==> config.mk <==
export PLATFORM = sky130hd
export DESIGN_NAME = gdl90_frame_unstuff_crc_check_flat
export DESIGN_NICKNAME = d
export VERILOG_FILES = /design/src/rtl/gdlfc_pkg.sv /design/src/rtl/gdlfc_in_if.sv /design/src/rtl/gdlfc_out_if.sv /design/src/rtl/gdlfc_core.sv /design/src/rtl/gdlfc_fifo.sv /design/src/rtl/gdl90_frame_unstuff_crc_check.sv /design/src/flat_wrapper.sv
export VERILOG_INCLUDE_DIRS = /design/src /design/src/rtl
export SDC_FILE = /design/constraint.sdc
export NUM_CORES = 1
export LEC_CHECK = 0
export BUFFER_PORTS_ARGS = -buffer_cell sky130_fd_sc_hd__buf_2
export CORE_MARGIN = 10
export CORE_UTILIZATION = 35
export CTS_BUF_LIST = sky130_fd_sc_hd__clkbuf_16
export CTS_CLUSTER_DIAMETER = 80
export DETAILED_ROUTE_END_ITERATION = 6
export GPL_ROUTABILITY_DRIVEN = 0
export PLACE_DENSITY = 0.62
export SYNTH_ARGS = -nofsm -noshare
export SYNTH_HDL_FRONTEND = slang
export SYNTH_SLANG_ARGS = --single-unit
==> constraint.sdc <==
create_clock -name clk_i -period 4.1 [get_ports clk_i]
set_input_delay 0.615 -clock clk_i [delete_from_list [all_inputs] [get_ports clk_i]]
set_output_delay 0.615 -clock clk_i [all_outputs]
set_load 0.01 [all_outputs]
==> src/rtl/gdl90_frame_unstuff_crc_check_macros.svh <==
// assertion helpers, compiled out for synthesis
`ifndef GDL90_FRAME_UNSTUFF_CRC_CHECK_MACROS_SVH
`define GDL90_FRAME_UNSTUFF_CRC_CHECK_MACROS_SVH
`ifndef SYNTHESIS
`define GDLFC_ASSERT(lbl, prop) \
  lbl: assert property (@(posedge clk_i) disable iff (!rst_ni) (prop)) \
    else $error("gdlfc assertion failed");
`define GDLFC_ASSERT_MSG(lbl, prop, msg) \
  lbl: assert property (@(posedge clk_i) disable iff (!rst_ni) (prop)) \
    else $error(msg);
`else
`define GDLFC_ASSERT(lbl, prop)
`define GDLFC_ASSERT_MSG(lbl, prop, msg)
`endif
`endif

==> src/rtl/gdlfc_pkg.sv <==
`default_nettype none
package gdlfc_pkg;

  localparam logic [7:0]  EscByte = 8'h7D;
  localparam logic [7:0]  EscXor  = 8'h20;
  localparam logic [15:0] CrcPoly = 16'h1021;
  localparam logic [1:0]  MinLen  = 2'd3;

  // result queue, depth must be a power of two
  localparam int unsigned FifoDepth = 4;
  localparam int unsigned FifoPtrW  = $clog2(FifoDepth);
  localparam int unsigned FifoCntW  = $clog2(FifoDepth + 1);

  typedef enum logic [1:0] {
    KIND_ID  = 2'd0,
    KIND_PAY = 2'd1,
    KIND_END = 2'd2
  } gdlfc_kind_e;

  typedef enum logic [1:0] {
    ST_GOOD  = 2'd0,
    ST_CRC   = 2'd1,
    ST_ESC   = 2'd2,
    ST_SHORT = 2'd3
  } gdlfc_status_e;

  typedef struct packed {
    gdlfc_kind_e   kind;
    logic [7:0]    data;
    gdlfc_status_e status;
    logic          last;
  } gdlfc_res_t;

  typedef struct packed {
    logic [1:0] num;
    gdlfc_res_t res0;
    gdlfc_res_t res1;
  } gdlfc_push_t;

  // crc-16 table entry for polynomial 0x1021
  function automatic logic [15:0] crc_tab(input logic [7:0] idx);
    logic [15:0] v;
    v = {idx, 8'h00};
    for (int k = 0; k < 8; k++) begin
      v = v[15] ? ({v[14:0], 1'b0} ^ CrcPoly) : {v[14:0], 1'b0};
    end
    return v;
  endfunction

endpackage
`default_nettype wire

==> src/rtl/gdlfc_in_if.sv <==
`default_nettype none
interface gdlfc_in_if;
  logic       valid;
  logic       ready;
  logic [7:0] raw_byte;
  logic       frame_last;

  modport source(output valid, output raw_byte, output frame_last, input ready);
  modport sink(input valid, input raw_byte, input frame_last, output ready);
endinterface
`default_nettype wire

==> src/rtl/gdlfc_out_if.sv <==
`default_nettype none
interface gdlfc_out_if;
  logic       valid;
  logic       ready;
  logic [1:0] out_kind;
  logic [7:0] out_byte;
  logic [1:0] frame_status;
  logic       run_last;

  modport source(output valid, output out_kind, output out_byte, output frame_status,
                 output run_last, input ready);
  modport sink(input valid, input out_kind, input out_byte, input frame_status,
               input run_last, output ready);
endinterface
`default_nettype wire

==> src/rtl/gdlfc_core.sv <==
`default_nettype none
`include "gdl90_frame_unstuff_crc_check_macros.svh"
module gdlfc_core (
  input  wire logic           clk_i,
  input  wire logic           rst_ni,
  gdlfc_in_if.sink            in_i,
  output gdlfc_pkg::gdlfc_push_t push_o,
  input  wire logic           room_i
);
  import gdlfc_pkg::*;

  // input register
  logic       in_vld_q, in_vld_d;
  logic [7:0] raw_q;
  logic       last_q;
  logic       adv;
  logic       in_xfer;

  // frame state
  logic        esc_q, esc_d;
  logic [15:0] crc_q, crc_d;
  logic [7:0]  held_q [2];
  logic [7:0]  held_d [2];
  logic [1:0]  held_cnt_q, held_cnt_d;
  logic [1:0]  raw_cnt_q, raw_cnt_d;
  logic [1:0]  dec_cnt_q, dec_cnt_d;
  logic        id_rel_q, id_rel_d;

  logic          have_dec;
  logic [7:0]    dec;
  logic          release_b;
  logic [1:0]    raw_cnt_n, dec_cnt_n;
  logic          esc_n;
  logic [15:0]   crc_n;
  logic [7:0]    held0_n, held1_n;
  gdlfc_status_e status;
  gdlfc_res_t    byte_res, end_res;

  assign adv       = in_vld_q & room_i;
  assign in_i.ready = ~in_vld_q | room_i;
  assign in_xfer   = in_i.valid & in_i.ready;
  assign in_vld_d  = in_xfer | (in_vld_q & ~adv);

  always_ff @(posedge clk_i or negedge rst_ni) begin
    if (!rst_ni) begin
      in_vld_q <= 1'b0;
    end else begin
      in_vld_q <= in_vld_d;
    end
  end

  always_ff @(posedge clk_i) begin
    if (in_xfer) begin
      raw_q  <= in_i.raw_byte;
      last_q <= in_i.frame_last;
    end
  end

  always_comb begin
    raw_cnt_n = (raw_cnt_q < MinLen) ? raw_cnt_q + 2'd1 : raw_cnt_q;
    // a 0x7d always (re)arms the escape and yields nothing
    have_dec  = (raw_q != EscByte);
    esc_n     = ~have_dec;
    dec       = esc_q ? (raw_q ^ EscXor) : raw_q;
    dec_cnt_n = (have_dec && dec_cnt_q < MinLen) ? dec_cnt_q + 2'd1 : dec_cnt_q;
    release_b = have_dec && (held_cnt_q == 2'd2);

    crc_n    = crc_q;
    held0_n  = held_q[0];
    held1_n  = held_q[1];
    held_cnt_d = held_cnt_q;
    if (release_b) begin
      crc_n   = crc_tab(crc_q[15:8]) ^ {crc_q[7:0], 8'h00} ^ {8'h00, held_q[0]};
      held0_n = held_q[1];
      held1_n = dec;
    end else if (have_dec) begin
      if (held_cnt_q[0]) begin
        held1_n = dec;
      end else begin
        held0_n = dec;
      end
      held_cnt_d = held_cnt_q + 2'd1;
    end

    if (raw_cnt_n < MinLen) begin
      status = ST_SHORT;
    end else if (esc_n) begin
      status = ST_ESC;
    end else if (dec_cnt_n < MinLen) begin
      status = ST_SHORT;
    end else if ({held1_n, held0_n} == crc_n) begin
      status = ST_GOOD;
    end else begin
      status = ST_CRC;
    end

    held_d[0] = held0_n;
    held_d[1] = held1_n;
    esc_d     = esc_n;
    crc_d     = crc_n;
    raw_cnt_d = raw_cnt_n;
    dec_cnt_d = dec_cnt_n;
    id_rel_d  = id_rel_q | release_b;
    if (last_q) begin
      esc_d      = 1'b0;
      crc_d      = '0;
      held_cnt_d = '0;
      raw_cnt_d  = '0;
      dec_cnt_d  = '0;
      id_rel_d   = 1'b0;
    end

    byte_res.kind   = id_rel_q ? KIND_PAY : KIND_ID;
    byte_res.data   = held_q[0];
    byte_res.status = ST_GOOD;
    byte_res.last   = ~last_q;
    end_res.kind    = KIND_END;
    end_res.data    = '0;
    end_res.status  = status;
    end_res.last    = 1'b1;

    push_o.num  = adv ? ({1'b0, release_b} + {1'b0, last_q}) : 2'd0;
    push_o.res0 = release_b ? byte_res : end_res;
    push_o.res1 = end_res;
  end

  always_ff @(posedge clk_i or negedge rst_ni) begin
    if (!rst_ni) begin
      esc_q      <= 1'b0;
      crc_q      <= '0;
      held_cnt_q <= '0;
      raw_cnt_q  <= '0;
      dec_cnt_q  <= '0;
      id_rel_q   <= 1'b0;
    end else if (adv) begin
      esc_q      <= esc_d;
      crc_q      <= crc_d;
      held_cnt_q <= held_cnt_d;
      raw_cnt_q  <= raw_cnt_d;
      dec_cnt_q  <= dec_cnt_d;
      id_rel_q   <= id_rel_d;
    end
  end

  always_ff @(posedge clk_i) begin
    if (adv) begin
      held_q[0] <= held_d[0];
      held_q[1] <= held_d[1];
    end
  end

  `GDLFC_ASSERT(a_frame_end_clears, adv && last_q |=> !esc_q && held_cnt_q == 2'd0 && raw_cnt_q == 2'd0 && !id_rel_q)
  `GDLFC_ASSERT(a_id_needs_full_hold, id_rel_q |-> held_cnt_q == 2'd2)
  `GDLFC_ASSERT_MSG(a_hold_le_decoded, held_cnt_q <= dec_cnt_q, "held count ahead of decoded count")
endmodule
`default_nettype wire

==> src/rtl/gdlfc_fifo.sv <==
`default_nettype none
`include "gdl90_frame_unstuff_crc_check_macros.svh"
module gdlfc_fifo (
  input  wire logic              clk_i,
  input  wire logic              rst_ni,
  input  wire gdlfc_pkg::gdlfc_push_t push_i,
  output logic                   room_o,
  gdlfc_out_if.source            out_o
);
  import gdlfc_pkg::*;

  gdlfc_res_t            mem_q [FifoDepth];
  logic [FifoPtrW-1:0]   wr_q, wr_d, rd_q, rd_d;
  logic [FifoCntW-1:0]   cnt_q, cnt_d;
  logic                  pop;
  gdlfc_res_t            head;

  // room for two results so any item can be taken
  assign room_o = cnt_q <= FifoCntW'(FifoDepth - 2);
  assign pop    = out_o.valid & out_o.ready;
  assign wr_d   = wr_q + FifoPtrW'(push_i.num);
  assign rd_d   = rd_q + FifoPtrW'(pop);
  assign cnt_d  = cnt_q + FifoCntW'(push_i.num) - FifoCntW'(pop);

  always_ff @(posedge clk_i or negedge rst_ni) begin
    if (!rst_ni) begin
      wr_q  <= '0;
      rd_q  <= '0;
      cnt_q <= '0;
    end else begin
      wr_q  <= wr_d;
      rd_q  <= rd_d;
      cnt_q <= cnt_d;
    end
  end

  always_ff @(posedge clk_i) begin
    if (push_i.num != 2'd0) begin
      mem_q[wr_q] <= push_i.res0;
    end
    if (push_i.num == 2'd2) begin
      mem_q[wr_q + FifoPtrW'(1)] <= push_i.res1;
    end
  end

  assign head               = mem_q[rd_q];
  assign out_o.valid        = cnt_q != '0;
  assign out_o.out_kind     = head.kind;
  assign out_o.out_byte     = head.data;
  assign out_o.frame_status = head.status;
  assign out_o.run_last     = head.last;

  `GDLFC_ASSERT(a_cnt_bound, cnt_q <= FifoCntW'(FifoDepth))
  `GDLFC_ASSERT(a_ptr_match_cnt, cnt_q[FifoPtrW-1:0] == FifoPtrW'(wr_q - rd_q))
  `GDLFC_ASSERT_MSG(a_no_overflow, push_i.num != 2'd0 |-> room_o, "result queue overflow")
endmodule
`default_nettype wire

==> src/rtl/gdl90_frame_unstuff_crc_check.sv <==
// gdl90 frame un-stuffing and crc-16 check
//
// in_i carries raw frame bytes (flags stripped), one per transfer, with
// frame_last on the final byte. out_o carries results: the message id byte,
// payload bytes, and one frame-end status after the last byte of a frame.
// the two newest decoded bytes are held as the checksum, so a byte leaves
// only once two newer decoded bytes have arrived.
// a byte is taken into the input register, decoded from there into a
// 4-entry result queue once the queue has room, and can then be transferred.
// throughput: one byte per cycle while the queue has room; the frame's last
// byte can produce two results, which the output side drains one per cycle.
// the input register and result queue decouple the sides: input is taken
// while earlier results wait, until the queue lacks room for two results.
// a stalled receiver thus backs up into in_i.ready once the queue fills.
// reset (rst_ni low, asynchronous) empties the queue and clears the
// escape, crc and counter state; no clearing pass is needed.
`default_nettype none
module gdl90_frame_unstuff_crc_check (
  input  wire logic   clk_i,
  input  wire logic   rst_ni,
  gdlfc_in_if.sink    in_i,
  gdlfc_out_if.source out_o
);
  import gdlfc_pkg::*;

  gdlfc_push_t push;
  logic        room;

  gdlfc_core u_core (
    .clk_i  (clk_i),
    .rst_ni (rst_ni),
    .in_i   (in_i),
    .push_o (push),
    .room_i (room)
  );

  gdlfc_fifo u_fifo (
    .clk_i  (clk_i),
    .rst_ni (rst_ni),
    .push_i (push),
    .room_o (room),
    .out_o  (out_o)
  );
endmodule
`default_nettype wire

==> src/flat_wrapper.sv <==
// flat-port wrapper written by rule: the top's interface ports become plain ports
module gdl90_frame_unstuff_crc_check_flat import gdlfc_pkg::*;
  (clk_i, rst_ni, in_i_valid, in_i_raw_byte, in_i_frame_last, in_i_ready, out_o_valid, out_o_out_kind, out_o_out_byte, out_o_frame_status, out_o_run_last, out_o_ready);
  gdlfc_in_if in_i_i ();
  gdlfc_out_if out_o_i ();
  input  wire logic clk_i;
  input  wire logic rst_ni;
  input wire logic [$bits(in_i_i.valid)-1:0] in_i_valid;
  input wire logic [$bits(in_i_i.raw_byte)-1:0] in_i_raw_byte;
  input wire logic [$bits(in_i_i.frame_last)-1:0] in_i_frame_last;
  output wire logic [$bits(in_i_i.ready)-1:0] in_i_ready;
  output wire logic [$bits(out_o_i.valid)-1:0] out_o_valid;
  output wire logic [$bits(out_o_i.out_kind)-1:0] out_o_out_kind;
  output wire logic [$bits(out_o_i.out_byte)-1:0] out_o_out_byte;
  output wire logic [$bits(out_o_i.frame_status)-1:0] out_o_frame_status;
  output wire logic [$bits(out_o_i.run_last)-1:0] out_o_run_last;
  input wire logic [$bits(out_o_i.ready)-1:0] out_o_ready;
  assign in_i_i.valid = in_i_valid;
  assign in_i_i.raw_byte = in_i_raw_byte;
  assign in_i_i.frame_last = in_i_frame_last;
  assign in_i_ready = in_i_i.ready;
  assign out_o_valid = out_o_i.valid;
  assign out_o_out_kind = out_o_i.out_kind;
  assign out_o_out_byte = out_o_i.out_byte;
  assign out_o_frame_status = out_o_i.frame_status;
  assign out_o_run_last = out_o_i.run_last;
  assign out_o_i.ready = out_o_ready;
  gdl90_frame_unstuff_crc_check u_core (.clk_i(clk_i), .rst_ni(rst_ni), .in_i(in_i_i), .out_o(out_o_i));
endmodule
# Word level (Yosys, flattened, before mapping)
# Memory sizes are Yosys's and may differ from the RTL's.
# Index checks and enable logic that the tools add are counted.
[word_totals] latch_bits=0 mem_bits_ro=0 out_inout_bits=15 memories=2 ram_bits=68 input_bits=13 register_bits=41
[op_classes] reduce_logical=6 n_bitwise=22 shift=0 n_mul=0 n_mux=39 add_sub_neg=9 order_cmp=5 div_mod_pow=0 n_eq_ne=5
[memory_table] name="u_core.u_fifo.mem_q" depth=4 word_bits=13 rd=1 rd_clocked_by_memory_dff=0 write_ports=2 line="gdlfc_fifo.sv:12" rtl="gdlfc_res_t mem_q [FifoDepth];"
[memory_table] name="u_core.u_core.held_q" depth=2 word_bits=8 rd=2 rd_clocked_by_memory_dff=0 write_ports=2 line="gdlfc_core.sv:22" rtl="logic [7:0] held_q [2];"
[op_table] operator="13-bit two-way mux" n=9
[op_table] operator="8-bit two-way mux" n=6
[op_table] operator="16-bit two-way mux" n=2
[op_table] operator="3-bit NOT" n=8
[op_table] operator="2-bit two-way mux" n=11
[op_table] operator="16-bit equality test" n=1
[op_table] operator="16-bit XOR" n=1
[op_table] operator="16-bit by 8-bit XOR with 16-bit output" n=1
[op_table] operator="1-bit two-way mux" n=10
[op_table] operator="2-bit by 1-bit adder with 2-bit output (second input constant)" n=4
[op_table] operator="2-bit less-than comparator (second input constant)" n=4
[op_table] operator="8-bit by 7-bit != test with 1-bit output (second input constant)" n=1
[op_table] operator="6-bit two-way mux" n=1
[op_table] operator="1-bit NOT" n=5
[op_table] operator="1-bit bitwise AND" n=4
[op_table] operator="2-bit equality test (second input constant)" n=2
[op_table] operator="2-bit nonzero test" n=2
[op_table] operator="3-bit by 2-bit adder with 3-bit output" n=1
[op_table] operator="3-bit by 2-bit <= comparator with 1-bit output (second input constant)" n=1
[op_table] operator="1-bit OR" n=3
[op_table] operator="3-bit AND reduction" n=1
[op_table] operator="3-bit nonzero test" n=1
[op_table] operator="3-bit by 1-bit subtractor with 3-bit output" n=1
[op_table] operator="1-bit by 1-bit adder with 2-bit output" n=1
[op_table] operator="other kinds (4)" n=5

# Logic depth before layout (Yosys ltp)
[depth] word_depth=25 ltp_mapped=15 depth_no_buf=13

# By module
# Synthesis repeated with hierarchy kept, for this count alone.
[unflattened] hier_cells=457 area_unflattened_um2=5994.5
[by_module_without_submodules] mod="gdlfc_core" instances=1 cells_per_inst=292 area_each_um2=3021.6
[by_module_without_submodules] mod="gdlfc_fifo" instances=1 cells_per_inst=165 area_each_um2=2972.9

# Least setup slack after synthesis
# OpenSTA, ideal clock, no wires.
[synth_path] path_type="register to register" from="reg u_core.u_core.held_cnt_q[0]" to="mem u_core.u_fifo.mem_q[2][1] (netlist name) (data pin)" path_buffers=2 path_stages_with_launch=13 arrival_time_ps=2861 setup_time_ps=255 required_time_ps=3845 period_less_slack_ps=3116 slack_ps=984 path_cell_list="dfrtp_1 > inv_1 > ha_1 > buf_2 > inv_1 > a21oi_4 > buf_2 > nand2_1 > xor2_1 > xnor2_1 > or3b_2 > or4_4 > and3b_1"
[synth_lines] element="start, declared" line="gdlfc_core.sv:24" rtl="logic [1:0] held_cnt_q, held_cnt_d;"
[synth_lines] element="start signal, assigned" line="gdlfc_core.sv:138" rtl="held_cnt_q <= held_cnt_d;"
[synth_lines] element="end, declared" line="gdlfc_fifo.sv:12"

==> impl_metrics.py <==
metrics = {
    "outcome": {
        "outcome": "finished, final reports clean",
    },
    "power": {
        "powerDensity_nw_per_um2": 802,
        "p_leak_nw": 2.38,
        "total_power_mw": 4.87,
        "ir_worst_vdd_v": 0.000405,
    },
    "floorplan": {
        "dieArea_um2": 20900,
        "die-height_um": 145,
        "io_pins": 28,
        "die_w_um": 145,
        "rows": 45,
        "initial_core_util": 0.357,
        "core_area_um2": 15200,
    },
    "synth": {
        "syn_area_um2": 5430,
        "syn_inst": 539,
        "ys.flop_type": "dfxtp_1",
        "ys_seq_elements": 109,
        "synth.area.top_cells": "edfxtp_1 18%, dfxtp_1 16%, dfrtp_1 15%, mux4_2 5.4%, a21oi_1 5.2%",
        "synth.avg_cell_area_um2": 10.1,
        "yosysWarnings": 0,
        "synth_top_area_cell": "edfxtp_1",
        "syn_nets": 560,
        "synth_cell_types": 57,
        "async_flop_share": 0.294,
        "yosysSeqAreaShare": 0.492,
        "synth-edff-count": 33,
        "synth_top_area_share": 0.182,
    },
    "timing": {
        "period_share": 0.874,
        "final-setup-viol-count": 0,
        "slew_viol_final": 0,
        "setup_tns_ns": 0,
        "min_period_ns": 3.58,
        "slew_headroom": 0.374,
        "tightest_slew_ns": 0.939,
        "hold_ws_ns": 0.337,
        "rsz0062_at_grt": "false",
        "skew_ns": 0.00800,
        "timing.fmax_ghz": 0.279,
        "hold_viol": 0,
    },
    "detailed_routing": {
        "dr.pass1.iters": 6,
        "vias": 4119,
        "vias_per_cell": 5.50,
        "finalWirelength_um": 13400,
        "antenna_left": 0,
        "remaining_drc_errors": 0,
        "drtIter0Drc": 352,
        "wl_per_cell_um": 17.9,
    },
    "clock_tree": {
        "tritoncts": "done",
        "cts.reportedPaths.clkPinSlew_ns": 0.08,
        "htree_num_levels": 3,
        "ctsHoldBuffers": 0,
        "clock-sinks": 109,
        "clock-root-buffer": "clkbuf_16",
        "cts_buffers": 9,
        "worstSkewPairLatency_ns": 0.36,
        "post_cts_resized": 0,
        "post_cts_buffers": 0,
        "cts_buffer_depth": 2,
    },
    "global_route": {
        "grt_pass1_wl_um": 21500,
        "grtUsageTotal": 0.131,
        "grt_max_degree": 41,
        "grt_pass1_vias": 4084,
        "antenna_found_initial": 0,
        "grt_overflow": 0,
    },
    "cells_and_area": {
        "fin_area_um2": 6070,
        "drive_gt1_frac": 0.143,
        "syn2layout_area_growth_pct": 11.7,
        "antennaDiodeCount": 0,
        "layout.nets": 577,
        "final_util": 0.399,
    },
    "critical_path": {
        "worstReg2RegEnd": "u_core.u_fifo.mem_q[2][1]$_DFFE_PP_",
        "end_kind": "flop",
        "timing.critical_path.cells": "inv_1 > ha_1 > buf_4 > nor2_1 > a22oi_1 > a2bb2oi_1 > xnor2_1 > nand3b_1 > or4_1 > or4_4 > and3b_1",
        "reg2reg_from": "u_core.u_core.held_cnt_q[0]$_DFFE_PN0P_",
        "cp_slowest_stage_delay_ns": 0.63,
        "reg2reg_depth": 11,
        "worstSetupStartpointType": "flop",
        "crit_buf_inv": 2,
        "cp_top_family": "simple AND/OR/NAND/NOR gates",
        "crit_required_ns": 4.22,
        "rrSetupSlack_ns": 0.52,
        "cpMaxStageDelayCell": "dfrtp_1",
        "arrival_ns": 3.70,
        "path_class": "flop to flop",
        "worstPathMaxFanout": 15,
    },
    "placed_design": {
        "io_buffers": 27,
        "placed_cell_area_um2": 5760,
        "dp_hpwl_um": 9710,
    },
    "flow_run": {
        "cap_violations": 0,
    },
    "min_path": {
        "hold_class": "input port to async pin",
    },
}
## cells in the mapped netlist (2+ instances only)
library cell,count
o21ai_0,24
clkbuf_1,23
mux4_2,13
xnor2_1,31
nand3_1,38
a22o_1,5
and2_1,2
nand2_1,69
or2_2,3
edfxtp_1,33
o211a_1,3
mux2_2,2
o22a_1,5
a2bb2oi_1,3
o31ai_1,6
dfxtp_1,44
and3_1,3
mux2_1,3
dfrtp_1,32
nand2b_1,7
xor2_1,20
buf_1,5
nor2b_1,2
ha_1,7
mux2i_1,6
a211o_1,3
a21oi_1,56
a22oi_1,3
nor3_1,7
or3_1,3
inv_1,13
buf_2,5
nor2_1,35
o21ai_1,2
## state kept, by name, summed over array words and instances (netlist names)
name	count
u_core.u_core.crc_q	16
u_core.u_core.dec_cnt_q	2
u_core.u_core.esc_q	1
u_core.u_core.held_cnt_q	2
u_core.u_core.held_q	16
u_core.u_core.id_rel_q	1
u_core.u_core.in_vld_q	1
u_core.u_core.last_q	1
u_core.u_core.raw_cnt_q	2
u_core.u_core.raw_q	8
u_core.u_fifo.cnt_q	3
u_core.u_fifo.mem_q	52
u_core.u_fifo.rd_q	2
u_core.u_fifo.wr_q	2
## worst register-to-register path: stages (launching register included)
cell and delay, ns:
dfrtp_1 0.63, inv_1 0.15, ha_1 0.24, buf_4 0.19, nor2_1 0.25, a22oi_1 0.13
a2bb2oi_1 0.18, xnor2_1 0.18, nand3b_1 0.09, or4_1 0.52, or4_4 0.59, and3b_1 0.20
## placed cells by master (no fill, tap or decap), types with 2 or more instances in the layout
master     count
mux2_2         2
inv_6          2
buf_4         12
or3_1          3
a21oi_1       56
o21ai_0       24
o31ai_1        6
a22o_1         5
xor2_1        20
nand2_1       69
clkbuf_16     10
buf_2         27
nor3_1         7
dfrtp_1       32
and2_1         2
xnor2_1       31
dfxtp_1       44
nor2b_1        2
ha_1           7
nand3_1       38
edfxtp_1      33
o211a_1        3
a211o_1        3
nor2_1        35
o21ai_1        2
mux2i_1        6
a22oi_1        3
inv_1         13
mux2_1         3
o22a_1         5
and3_1         3
mux4_2        13
or2_2          3
nand2b_1       7
a2bb2oi_1      3
## where the power goes
part	total [mW]	leakage [nW]	switching, mW	internal (mW)
Sequential	2.13	1.09	0.509	1.62
Clock	0.879	0.153	0.419	0.461
Combinational	1.85	1.14	0.984	0.870
## layout make-up
| type | count | area, µm² |
|---|---|---|
| Clock buffer | 10 | 250 |
| Clock inverter | 6 | 53.8 |
| Fill cell | 1516 | 9140 |
| Inverter | 14 | 52.6 |
| Multi-Input combinational cell | 383 | 2580 |
| Sequential cell | 109 | 2670 |
| Tap cell | 188 | 235 |
| Timing Repair Buffer | 39 | 225 |
## cells by family (layout without fill, tap and decap cells)
family                     count (synthesis)  count (layout)  synth area share
DFF                                      109             109             0.492
AOI/OAI and AO/OA                        118             118             0.135
muxes                                     24              24            0.0753
buffers and inverters                     47              69            0.0336
and+or+nand+nor                          182             182             0.162
adders and majority gates                  8               8            0.0198
xor gates and xnor gates                  51              51            0.0822
## how the worst max path moves through the flow
stage / startpoint / endpoint / depth (start not counted)
floorplan: u_core.u_core.held_cnt_q[0]$_DFFE_PN0P_ / u_core.u_fifo.mem_q[2][1]$_DFFE_PP_ / 12
global placement: u_core.u_core.held_cnt_q[0]$_DFFE_PN0P_ / u_core.u_fifo.mem_q[2][1]$_DFFE_PP_ / 10
detailed placement: u_core.u_core.held_cnt_q[0]$_DFFE_PN0P_ / u_core.u_fifo.mem_q[2][1]$_DFFE_PP_ / 11
CTS: u_core.u_core.held_cnt_q[0]$_DFFE_PN0P_ / u_core.u_fifo.mem_q[2][1]$_DFFE_PP_ / 11
global route: u_core.u_core.held_cnt_q[0]$_DFFE_PN0P_ / u_core.u_fifo.mem_q[2][1]$_DFFE_PP_ / 11
finish: u_core.u_core.held_cnt_q[0]$_DFFE_PN0P_ / u_core.u_fifo.mem_q[2][1]$_DFFE_PP_ / 11
## routing by layer
layer	part of all wire	wire length, µm	global-route usage
met1	0.44	5950	0.159
met2	0.49	6560	0.220
met3	0.048	648	0.0318
met4	0.020	269	0.0457
met5	0	0	0
## through the flow
stage          setup WS (ns)  std cells
5_1_grt                0.344        749
4_1_cts                0.565        749
3_5_place_dp           0.573        733
3_3_place_gp           0.612        733
6_report               0.515        749
2_1_floorplan          0.984        539
Note: power is estimated with default switching activity, not from simulation.
